File: config.mk
export PLATFORM = sky130hd
export DESIGN_NAME = wav_pcm16_mono_header_check
export DESIGN_NICKNAME = d
export VERILOG_FILES = /design/src/wph_pkg.sv /design/src/wph_front.sv /design/src/wph_queue.sv /design/src/wph_back.sv /design/src/wav_pcm16_mono_header_check.sv
export SDC_FILE = /design/constraint.sdc
export NUM_CORES = 1
export LEC_CHECK = 0
export ABC_AREA = 1
export BUFFER_PORTS_ARGS = -buffer_cell sky130_fd_sc_hd__buf_2
export CORE_MARGIN = 3
export CORE_UTILIZATION = 56
export CTS_CLUSTER_DIAMETER = 80
export DETAILED_ROUTE_END_ITERATION = 16
export GPL_TIMING_DRIVEN = 0
export PLACE_DENSITY_LB_ADDON = 0.2
export SETUP_SLACK_MARGIN = 0.15
export SYNTH_ARGS = -nofsm -noshare
export SYNTH_HDL_FRONTEND = slang
export SYNTH_SLANG_ARGS = --single-unit
File: constraint.sdc
create_clock -name clk -period 6.6 [get_ports clk]
set_input_delay 1.32 -clock clk [delete_from_list [all_inputs] [get_ports clk]]
set_output_delay 1.32 -clock clk [all_outputs]
set_load 0.05 [all_outputs]
File: src/wph_pkg.sv
// shared types and constants for the wav header checker
package wph_pkg;

  // longest file accepted before the too-long flag sticks
  localparam logic [24:0] MAX_BYTES = 25'd16777216;
  localparam logic [24:0] MIN_BYTES = 25'd44;

  // chunk and file tags as read little-endian
  localparam logic [31:0] TAG_RIFF = 32'h4646_4952;
  localparam logic [31:0] TAG_WAVE = 32'h4556_4157;
  localparam logic [31:0] TAG_FMT  = 32'h2074_6D66;
  localparam logic [31:0] TAG_DATA = 32'h6174_6164;

  // header layout
  localparam logic [31:0] RIFF_TAG_END = 32'd4;
  localparam logic [31:0] RIFF_HDR_LEN = 32'd12;
  localparam logic [31:0] CHUNK_HDR_LEN = 32'd8;
  localparam logic [31:0] FMT_MIN_LEN = 32'd16;

  // accepted format
  localparam logic [15:0] CODING_PCM = 16'd1;
  localparam logic [15:0] BITS_16 = 16'd16;
  localparam logic [15:0] MONO = 16'd1;

  // queue between front and back
  localparam int Q_DEPTH = 4;
  localparam int Q_AW = $clog2(Q_DEPTH);

  // result packing
  localparam int OUT_BITS = 83;
  localparam int OUT_W = ((OUT_BITS + 7) / 8) * 8;

  typedef enum logic [1:0] {
    PH_RIFF,
    PH_HDR,
    PH_BODY,
    PH_PAD
  } phase_t;

  // one classified byte as queued for the parser
  typedef struct packed {
    logic [7:0]  data;
    logic        last;
    logic [24:0] pos;   // file position after this byte
    logic        over;  // byte arrived past the length limit
  } byte_item_t;

endpackage

File: src/wph_front.sv
// front end: accepts bytes, tracks file position and the length limit
module wph_front import wph_pkg::*; (
  input  logic       clk,
  input  logic       rst,
  input  logic       in_valid,
  input  logic [7:0] in_data,
  input  logic       in_last,
  input  logic       q_full,
  output logic       in_ready,
  output logic       q_push,
  output byte_item_t q_item
);

  logic [24:0] pos;
  logic [24:0] pos_next;
  logic        over;

  assign in_ready = !q_full;
  assign q_push = in_valid && !q_full;

  // position saturates at the limit, later bytes are flagged
  assign over = (pos >= MAX_BYTES);
  assign pos_next = over ? pos : pos + 25'd1;

  assign q_item = '{data: in_data, last: in_last, pos: pos_next, over: over};

  // restart counting after the last byte of a file
  always_ff @(posedge clk) begin
    if (rst) begin
      pos <= '0;
    end else if (q_push) begin
      pos <= in_last ? '0 : pos_next;
    end
  end

endmodule

File: src/wph_queue.sv
// short queue of classified bytes between front and back
module wph_queue import wph_pkg::*; (
  input  logic       clk,
  input  logic       rst,
  input  logic       push,
  input  byte_item_t push_item,
  input  logic       pop,
  output logic       full,
  output logic       not_empty,
  output byte_item_t head
);

  byte_item_t        mem [Q_DEPTH];
  logic [Q_AW-1:0]   wr_ptr;
  logic [Q_AW-1:0]   rd_ptr;
  logic [Q_AW:0]     count;
  logic              do_push;
  logic              do_pop;

  assign full = (count == (Q_AW+1)'(Q_DEPTH));
  assign not_empty = (count != '0);
  assign do_push = push && !full;
  assign do_pop = pop && not_empty;
  assign head = mem[rd_ptr];

  // storage
  always_ff @(posedge clk) begin
    if (do_push) begin
      mem[wr_ptr] <= push_item;
    end
  end

  // pointers and fill count
  always_ff @(posedge clk) begin
    if (rst) begin
      wr_ptr <= '0;
      rd_ptr <= '0;
      count <= '0;
    end else begin
      if (do_push) begin
        wr_ptr <= wr_ptr + 1'b1;
      end
      if (do_pop) begin
        rd_ptr <= rd_ptr + 1'b1;
      end
      count <= count + (Q_AW+1)'(do_push) - (Q_AW+1)'(do_pop);
    end
  end

  // fill count never passes the depth
  a_count_bound: assert property (@(posedge clk) disable iff (rst)
    count <= (Q_AW+1)'(Q_DEPTH)) else $error("queue overfilled");

  // a pop on an empty queue leaves the read pointer alone
  a_empty_hold: assert property (@(posedge clk) disable iff (rst)
    (count == '0) |=> $stable(rd_ptr)) else $error("read pointer moved while empty");

  // a push into a full queue is refused
  a_full_hold: assert property (@(posedge clk) disable iff (rst)
    (full && !pop) |=> $stable(wr_ptr)) else $error("write into full queue");

endmodule

File: src/wph_back.sv
// back end: chunk parser and result register
module wph_back import wph_pkg::*; (
  input  logic              clk,
  input  logic              rst,
  input  logic              q_valid,
  input  byte_item_t        q_item,
  output logic              q_pop,
  output logic              out_valid,
  input  logic              out_ready,
  output logic [OUT_W-1:0]  out_data
);

  phase_t      phase, phase_next;
  logic [31:0] cnt, cnt_next, cnt_inc;
  logic [63:0] shift, shift_next;
  logic [31:0] len, len_next;
  logic        is_fmt, is_fmt_next;
  logic        fmt_seen, fmt_seen_next;
  logic        data_seen, data_seen_next;
  logic [15:0] coding, coding_next;
  logic [15:0] channels, channels_next;
  logic [15:0] bits, bits_next;
  logic [31:0] rate, rate_next;
  logic [24:0] offset, offset_next;
  logic [31:0] hlen, hlen_next;
  logic        sticky, sticky_next;
  logic        ok;
  logic        out_free;
  logic        finish;

  // a final byte waits until the result register can take it
  assign out_free = !out_valid || out_ready;
  assign q_pop = q_valid && (!q_item.last || out_free);
  assign finish = q_pop && q_item.last;
  assign cnt_inc = cnt + 32'd1;

  // parser state
  always_ff @(posedge clk) begin
    if (rst) begin
      phase <= PH_RIFF;
      cnt <= '0;
      shift <= '0;
      len <= '0;
      is_fmt <= 1'b0;
      fmt_seen <= 1'b0;
      data_seen <= 1'b0;
      coding <= '0;
      channels <= '0;
      bits <= '0;
      rate <= '0;
      offset <= '0;
      hlen <= '0;
      sticky <= 1'b0;
    end else begin
      phase <= phase_next;
      cnt <= cnt_next;
      shift <= shift_next;
      len <= len_next;
      is_fmt <= is_fmt_next;
      fmt_seen <= fmt_seen_next;
      data_seen <= data_seen_next;
      coding <= coding_next;
      channels <= channels_next;
      bits <= bits_next;
      rate <= rate_next;
      offset <= offset_next;
      hlen <= hlen_next;
      sticky <= sticky_next;
    end
  end

  // next state for one byte
  always_comb begin
    phase_next = phase;
    cnt_next = cnt;
    shift_next = shift;
    len_next = len;
    is_fmt_next = is_fmt;
    fmt_seen_next = fmt_seen;
    data_seen_next = data_seen;
    coding_next = coding;
    channels_next = channels;
    bits_next = bits;
    rate_next = rate;
    offset_next = offset;
    hlen_next = hlen;
    sticky_next = sticky;
    ok = 1'b0;
    if (q_pop) begin
      sticky_next = sticky || q_item.over;
      shift_next = {q_item.data, shift[63:8]};
      case (phase)
        PH_RIFF: begin
          cnt_next = cnt_inc;
          if (cnt_inc == RIFF_TAG_END && shift_next[63:32] != TAG_RIFF) begin
            sticky_next = 1'b1;
          end
          if (cnt_inc == RIFF_HDR_LEN) begin
            if (shift_next[63:32] != TAG_WAVE) begin
              sticky_next = 1'b1;
            end
            phase_next = PH_HDR;
            cnt_next = '0;
          end
        end
        PH_HDR: begin
          cnt_next = cnt_inc;
          if (cnt_inc == CHUNK_HDR_LEN) begin
            len_next = shift_next[63:32];
            is_fmt_next = (shift_next[31:0] == TAG_FMT);
            cnt_next = '0;
            if (is_fmt_next) begin
              if (len_next < FMT_MIN_LEN) begin
                sticky_next = 1'b1;
              end
              fmt_seen_next = 1'b1;
            end else if (shift_next[31:0] == TAG_DATA) begin
              offset_next = q_item.pos;
              hlen_next = len_next;
              data_seen_next = (len_next != '0);
            end
            phase_next = (len_next != '0) ? PH_BODY : PH_HDR;
          end
        end
        PH_BODY: begin
          // fmt body fields, little-endian
          if (is_fmt) begin
            if (cnt == 32'd0) coding_next[7:0] = q_item.data;
            if (cnt == 32'd1) coding_next[15:8] = q_item.data;
            if (cnt == 32'd2) channels_next[7:0] = q_item.data;
            if (cnt == 32'd3) channels_next[15:8] = q_item.data;
            if (cnt == 32'd4) rate_next[7:0] = q_item.data;
            if (cnt == 32'd5) rate_next[15:8] = q_item.data;
            if (cnt == 32'd6) rate_next[23:16] = q_item.data;
            if (cnt == 32'd7) rate_next[31:24] = q_item.data;
            if (cnt == 32'd14) bits_next[7:0] = q_item.data;
            if (cnt == 32'd15) bits_next[15:8] = q_item.data;
          end
          cnt_next = cnt_inc;
          if (cnt_inc == len) begin
            cnt_next = '0;
            phase_next = len[0] ? PH_PAD : PH_HDR;
          end
        end
        default: begin
          phase_next = PH_HDR;
          cnt_next = '0;
        end
      endcase
      if (q_item.last) begin
        ok = !sticky_next && (q_item.pos >= MIN_BYTES) &&
             phase_next != PH_BODY && phase_next != PH_RIFF &&
             fmt_seen_next && data_seen_next &&
             coding_next == CODING_PCM && bits_next == BITS_16 &&
             channels_next == MONO && rate_next != '0 && !hlen_next[0];
        // back to reset for the next file
        phase_next = PH_RIFF;
        cnt_next = '0;
        shift_next = '0;
        len_next = '0;
        is_fmt_next = 1'b0;
        fmt_seen_next = 1'b0;
        data_seen_next = 1'b0;
        coding_next = '0;
        channels_next = '0;
        bits_next = '0;
        rate_next = '0;
        offset_next = '0;
        hlen_next = '0;
        sticky_next = 1'b0;
      end
    end
  end

  // result register
  always_ff @(posedge clk) begin
    if (rst) begin
      out_valid <= 1'b0;
    end else if (finish) begin
      out_valid <= 1'b1;
    end else if (out_ready) begin
      out_valid <= 1'b0;
    end
  end

  // result fields, zero when the file is turned down
  always_ff @(posedge clk) begin
    if (finish) begin
      out_data <= OUT_W'({(ok ? hlen[24:0] : 25'd0), (ok ? offset : 25'd0),
                          (ok ? rate : 32'd0), ok});
    end
  end

  // a body is never empty and its count stays below the chunk length
  a_body_count: assert property (@(posedge clk) disable iff (rst)
    (phase == PH_BODY) |-> (len != '0 && cnt < len)) else $error("body count out of range");

  // the file header count never reaches its end while still in that phase
  a_riff_count: assert property (@(posedge clk) disable iff (rst)
    (phase == PH_RIFF) |-> (cnt < RIFF_HDR_LEN)) else $error("riff count out of range");

  // the final byte leaves the parser in its start state
  a_restart: assert property (@(posedge clk) disable iff (rst)
    finish |=> (phase == PH_RIFF && cnt == '0 && !sticky)) else $error("no restart after file");

  // a final byte is never consumed while a result is still held back
  a_no_overwrite: assert property (@(posedge clk) disable iff (rst)
    (out_valid && !out_ready) |-> !finish) else $error("result overwritten");

endmodule

File: src/wav_pcm16_mono_header_check.sv
// Top level of the streaming WAV header checker (PCM 16-bit mono).
// Throughput: one file byte per cycle, sustained, while the result side takes beats.
// Result: the last byte passes through the front-to-back queue and then the result register,
//   and it waits in the queue while the result side holds back an earlier beat.
// Reset: synchronous rst clears the position counter, queue, parser state and
//   result valid flag; s_tready is high as soon as the queue is cleared.
module wav_pcm16_mono_header_check import wph_pkg::*; (
  input  logic              clk,
  input  logic              rst,
  input  logic              s_tvalid,
  output logic              s_tready,
  input  logic [7:0]        s_tdata,   // file_byte[7:0]
  input  logic              s_tlast,   // final_byte
  output logic              m_tvalid,
  input  logic              m_tready,
  output logic [OUT_W-1:0]  m_tdata    // format_ok[0], rate_hz[32:1], pcm_offset[57:33],
                                       // pcm_bytes[82:58], zero fill above
);

  byte_item_t in_item;
  byte_item_t head;
  logic       q_push;
  logic       q_pop;
  logic       q_full;
  logic       q_valid;

  // position tagging and length limit
  wph_front u_front (
    .clk      (clk),
    .rst      (rst),
    .in_valid (s_tvalid),
    .in_data  (s_tdata),
    .in_last  (s_tlast),
    .q_full   (q_full),
    .in_ready (s_tready),
    .q_push   (q_push),
    .q_item   (in_item)
  );

  // decoupling queue
  wph_queue u_queue (
    .clk       (clk),
    .rst       (rst),
    .push      (q_push),
    .push_item (in_item),
    .pop       (q_pop),
    .full      (q_full),
    .not_empty (q_valid),
    .head      (head)
  );

  // chunk parser and result
  wph_back u_back (
    .clk       (clk),
    .rst       (rst),
    .q_valid   (q_valid),
    .q_item    (head),
    .q_pop     (q_pop),
    .out_valid (m_tvalid),
    .out_ready (m_tready),
    .out_data  (m_tdata)
  );

endmodule

==> impl_metrics.yaml <==
outcome:
  outcome: "finished, final reports clean"
floorplanning:
  dieArea_sq_um: 45200
  io_pins: 103
  start_util_pct: 56.8
  core-area_sq_um: 42000
  row_count: 75
  die-height_microns: 213
  die_w_microns: 213
finish:
  final_nets: 3315
  num_antenna_cells: 0
  fillerInstances: 3650
  synthToLayoutAreaGrowth_pct: 13.0
  fin_util_pct: 64.3
  drive_gt1_share_pct: 7.71
min_path:
  whs_path_depth: 2
  min_path_type: "reg2reg"
clocking:
  cts_buffer_depth: 3
  clock_latency_ns: 0.63
  cts_tree: "built"
  cts-buffers-inserted: 54
  clk_pin_slew_worst_paths_ns: 0.06
  cts_resized: 0
  holdBufCountCts: 0
  cts-root-buf: "clkbuf_16"
  htreeDepth: 2
  clock-sinks: 514
  cts_setup_buffers: 0
job:
  cap_violations: 0
timing:
  hold_viol_final: 0
  timing.final.crit_share_pct: 67.9
  finalSetupViolCount: 0
  grt_setup_unrepaired: "no"
  timing.slew.headroom_pct: 35.8
  period_needed_ns: 4.48
  tightest_slew_ns: 0.963
  finalClockSkew_ns: 0.0246
  hold_slack_ns: 0.463
  fmax_ghz: 0.223
  final_max_slew_viol_count: 0
global_route:
  grtUsageTotal_pct: 30.4
  grt_pass1_wl_microns: 108000
  grt_pass1_vias: 19800
  grt_antenna_before_repair: 0
  grt_start_max_net_pins: 35
  overflow: 0
detailed_routing:
  drt-total-wl_microns: 69500
  vias: 21400
  drc: 0
  vias_per_cell: 5.53
  ant_nets: 0
  detail_route.first_pass.iterations: 9
  wl_per_cell_microns: 18.0
  drtIter0Drc: 2073
power:
  peakVddDrop_uv: 346
  finalPower_uw: 11800
  p_leak_uw: 0.0104
  power_density_nw_per_um2: 437
placement:
  port-buffer-count: 96
  dp_hpwl_microns: 50500
  gp_congestion: 0.976
synth:
  ys_top_cells_by_count: "966 x nand2_1, 421 x nor2_1, 302 x inv_1"
  yosys-top-cells-area: "edfxtp_1 28%, dfxtp_1 24%, nand2_1 15%"
  synthCells: 3125
  yosysWarnings: 0
  synth_top_area_share_pct: 28.0
  async_flop_share_pct: 0
  synth.distinct_cells: 44
  ys_seq_elements: 514
  yosysTopAreaCell: "edfxtp_1"
  yosysMostFrequentCell: "nand2_1"
  seq_area_frac_synth_pct: 52.4
  mappedNetlistArea_sq_um: 23900
  ys.flop_type: "dfxtp_1"
  synth_edf_count: 223
  syn_area_per_cell_sq_um: 7.65
setup_path:
  crit_buf_inv: 5
  path_delay_family: "simple AND/OR/NAND/NOR gates"
  cp_slowest_cell: "nor2_4"
  path_common_cell: "nor2_1"
  critPathLaunchType: "register"
  r2r_setup_slack_ns: 2.12
  worst_setup_path_end_kind: "register"
  crit_type: "reg2reg"
  slowest_delay_ns: 0.76
  worstPathRequired_ns: 7.01
  path_depth: 18
  cp_cell_sequence: "buf_2 -> inv_2 -> buf_2 -> nand2_1 -> nand3_1 -> nand2_1 -> nor2_4 -> inv_2 -> nor2_1 -> nand2_1 -> nor2_1 -> nand3_1 -> nor2_1 -> nand3_1 -> nor2_2 -> nand3_2 -> buf_2 -> nor2_1"
  cp_max_fo: 21
  r2r_cells: 18
  worstPathArrival_ns: 4.89
layout by cell type, fill, tap and decap left out, drive strengths merged:
cell and instances:
a211oi 20, a21o 1, a21oi 224, a22oi 2
a31oi 1, and2 1, buf 148, bufinv 4
clkbuf 179, clkinv 19, clkinvlp 2, conb 6
dfxtp 291, edfxtp 223, fa 1, ha 13
inv 309, nand2 974, nand3 212, nand3b 12
nand4 31, nor2 437, nor3 34, nor4 5
o211a 1, o211ai 1, o21a 21, o21ai 94
o21bai 6, o22ai 36, or2 2, or3b 1
xnor2 7, xor2 15
metal layers:
layer | GRT usage (%) | part of all wire, % | wire [microns] | up-vias
met5 | 0 | 0 | 0 | -
met3 | 4.66 | 8.4 | 5860 | 109
met1 | 43.1 | 44 | 30400 | 10000
li1 | - | - | - | 10400
met4 | 9.13 | 2.5 | 1750 | 0
met2 | 48.7 | 45 | 31600 | 883
cells by family after synthesis:
kind of cell               Yosys count  share of synthesized area, %
xor gates and xnor gates            22                         0.806
adders and majority gates           14                         0.764
other                                1                        0.0157
buffers and inverters              458                          7.55
AOI/OAI and AO/OA                  407                          9.27
DFF                                514                          52.4
and+or+nand+nor                   1709                          29.2
worst paths after layout:
check,start,end
hold / removal,u_back.coding[10],u_back.coding[10]
setup reg to reg,register,u_back.out_data[33]
hold reg to reg,u_back.coding[10],u_back.coding[10]
setup / recovery,register,u_back.out_data[33]
sequential cells by signal, indices dropped and copies added, names as in the netlist, 2 cells and up, named ones only:
signal / count
u_back.bits: 16
u_back.channels: 16
u_back.cnt: 32
u_back.coding: 16
u_back.hlen: 25
u_back.len: 32
u_back.offset: 25
u_back.out_data: 83
u_back.phase: 2
u_back.rate: 32
u_back.shift: 56
u_front.pos: 25
u_queue.count: 3
u_queue.mem: 140
u_queue.rd_ptr: 2
u_queue.wr_ptr: 2
area by class of cell:
type	count	area [sq um]	share of cell area (%)
buffer	148	641	2.37
clock buffer	77	1490	5.52
clock inverter	24	270	1.00
inverter	310	1160	4.31
multi-input combinational	2158	9630	35.6
sequential	514	12500	46.4
tap	539	674	2.50
timing repair buffer	102	623	2.31
tightest hold or removal path, cell delays in order, from the launching register on:
cell     delay, ns
dfxtp_1       0.30
nand2_1       0.06
a21oi_1       0.05
stage by stage:
step / worst slack, ns / instances / setup TNS (ns) / area (sq um)
floorplan: 1.38 / 3130 / 0 / 23900
global placement: -0.844 / 3765 / -56.34 / 25100
detailed placement: 2.05 / 3771 / 0 / 25300
CTS: 2.26 / 3872 / 0 / 27000
global route: 1.90 / 3872 / 0 / 27000
finish: 2.12 / 3872 / 0 / 27000
power by group:
| group | leakage [uW] | internal [uW] | total [uW] | switching, uW |
|---|---|---|---|---|
| Combinational | 0.00522 | 917 | 4500 | 3580 |
| Sequential | 0.00436 | 4000 | 4260 | 265 |
| Clock | 0.000860 | 1740 | 3040 | 1300 |
| Total | 0.0104 | 6650 | 11800 | 5140 |
(Power assumes the default switching activity.)
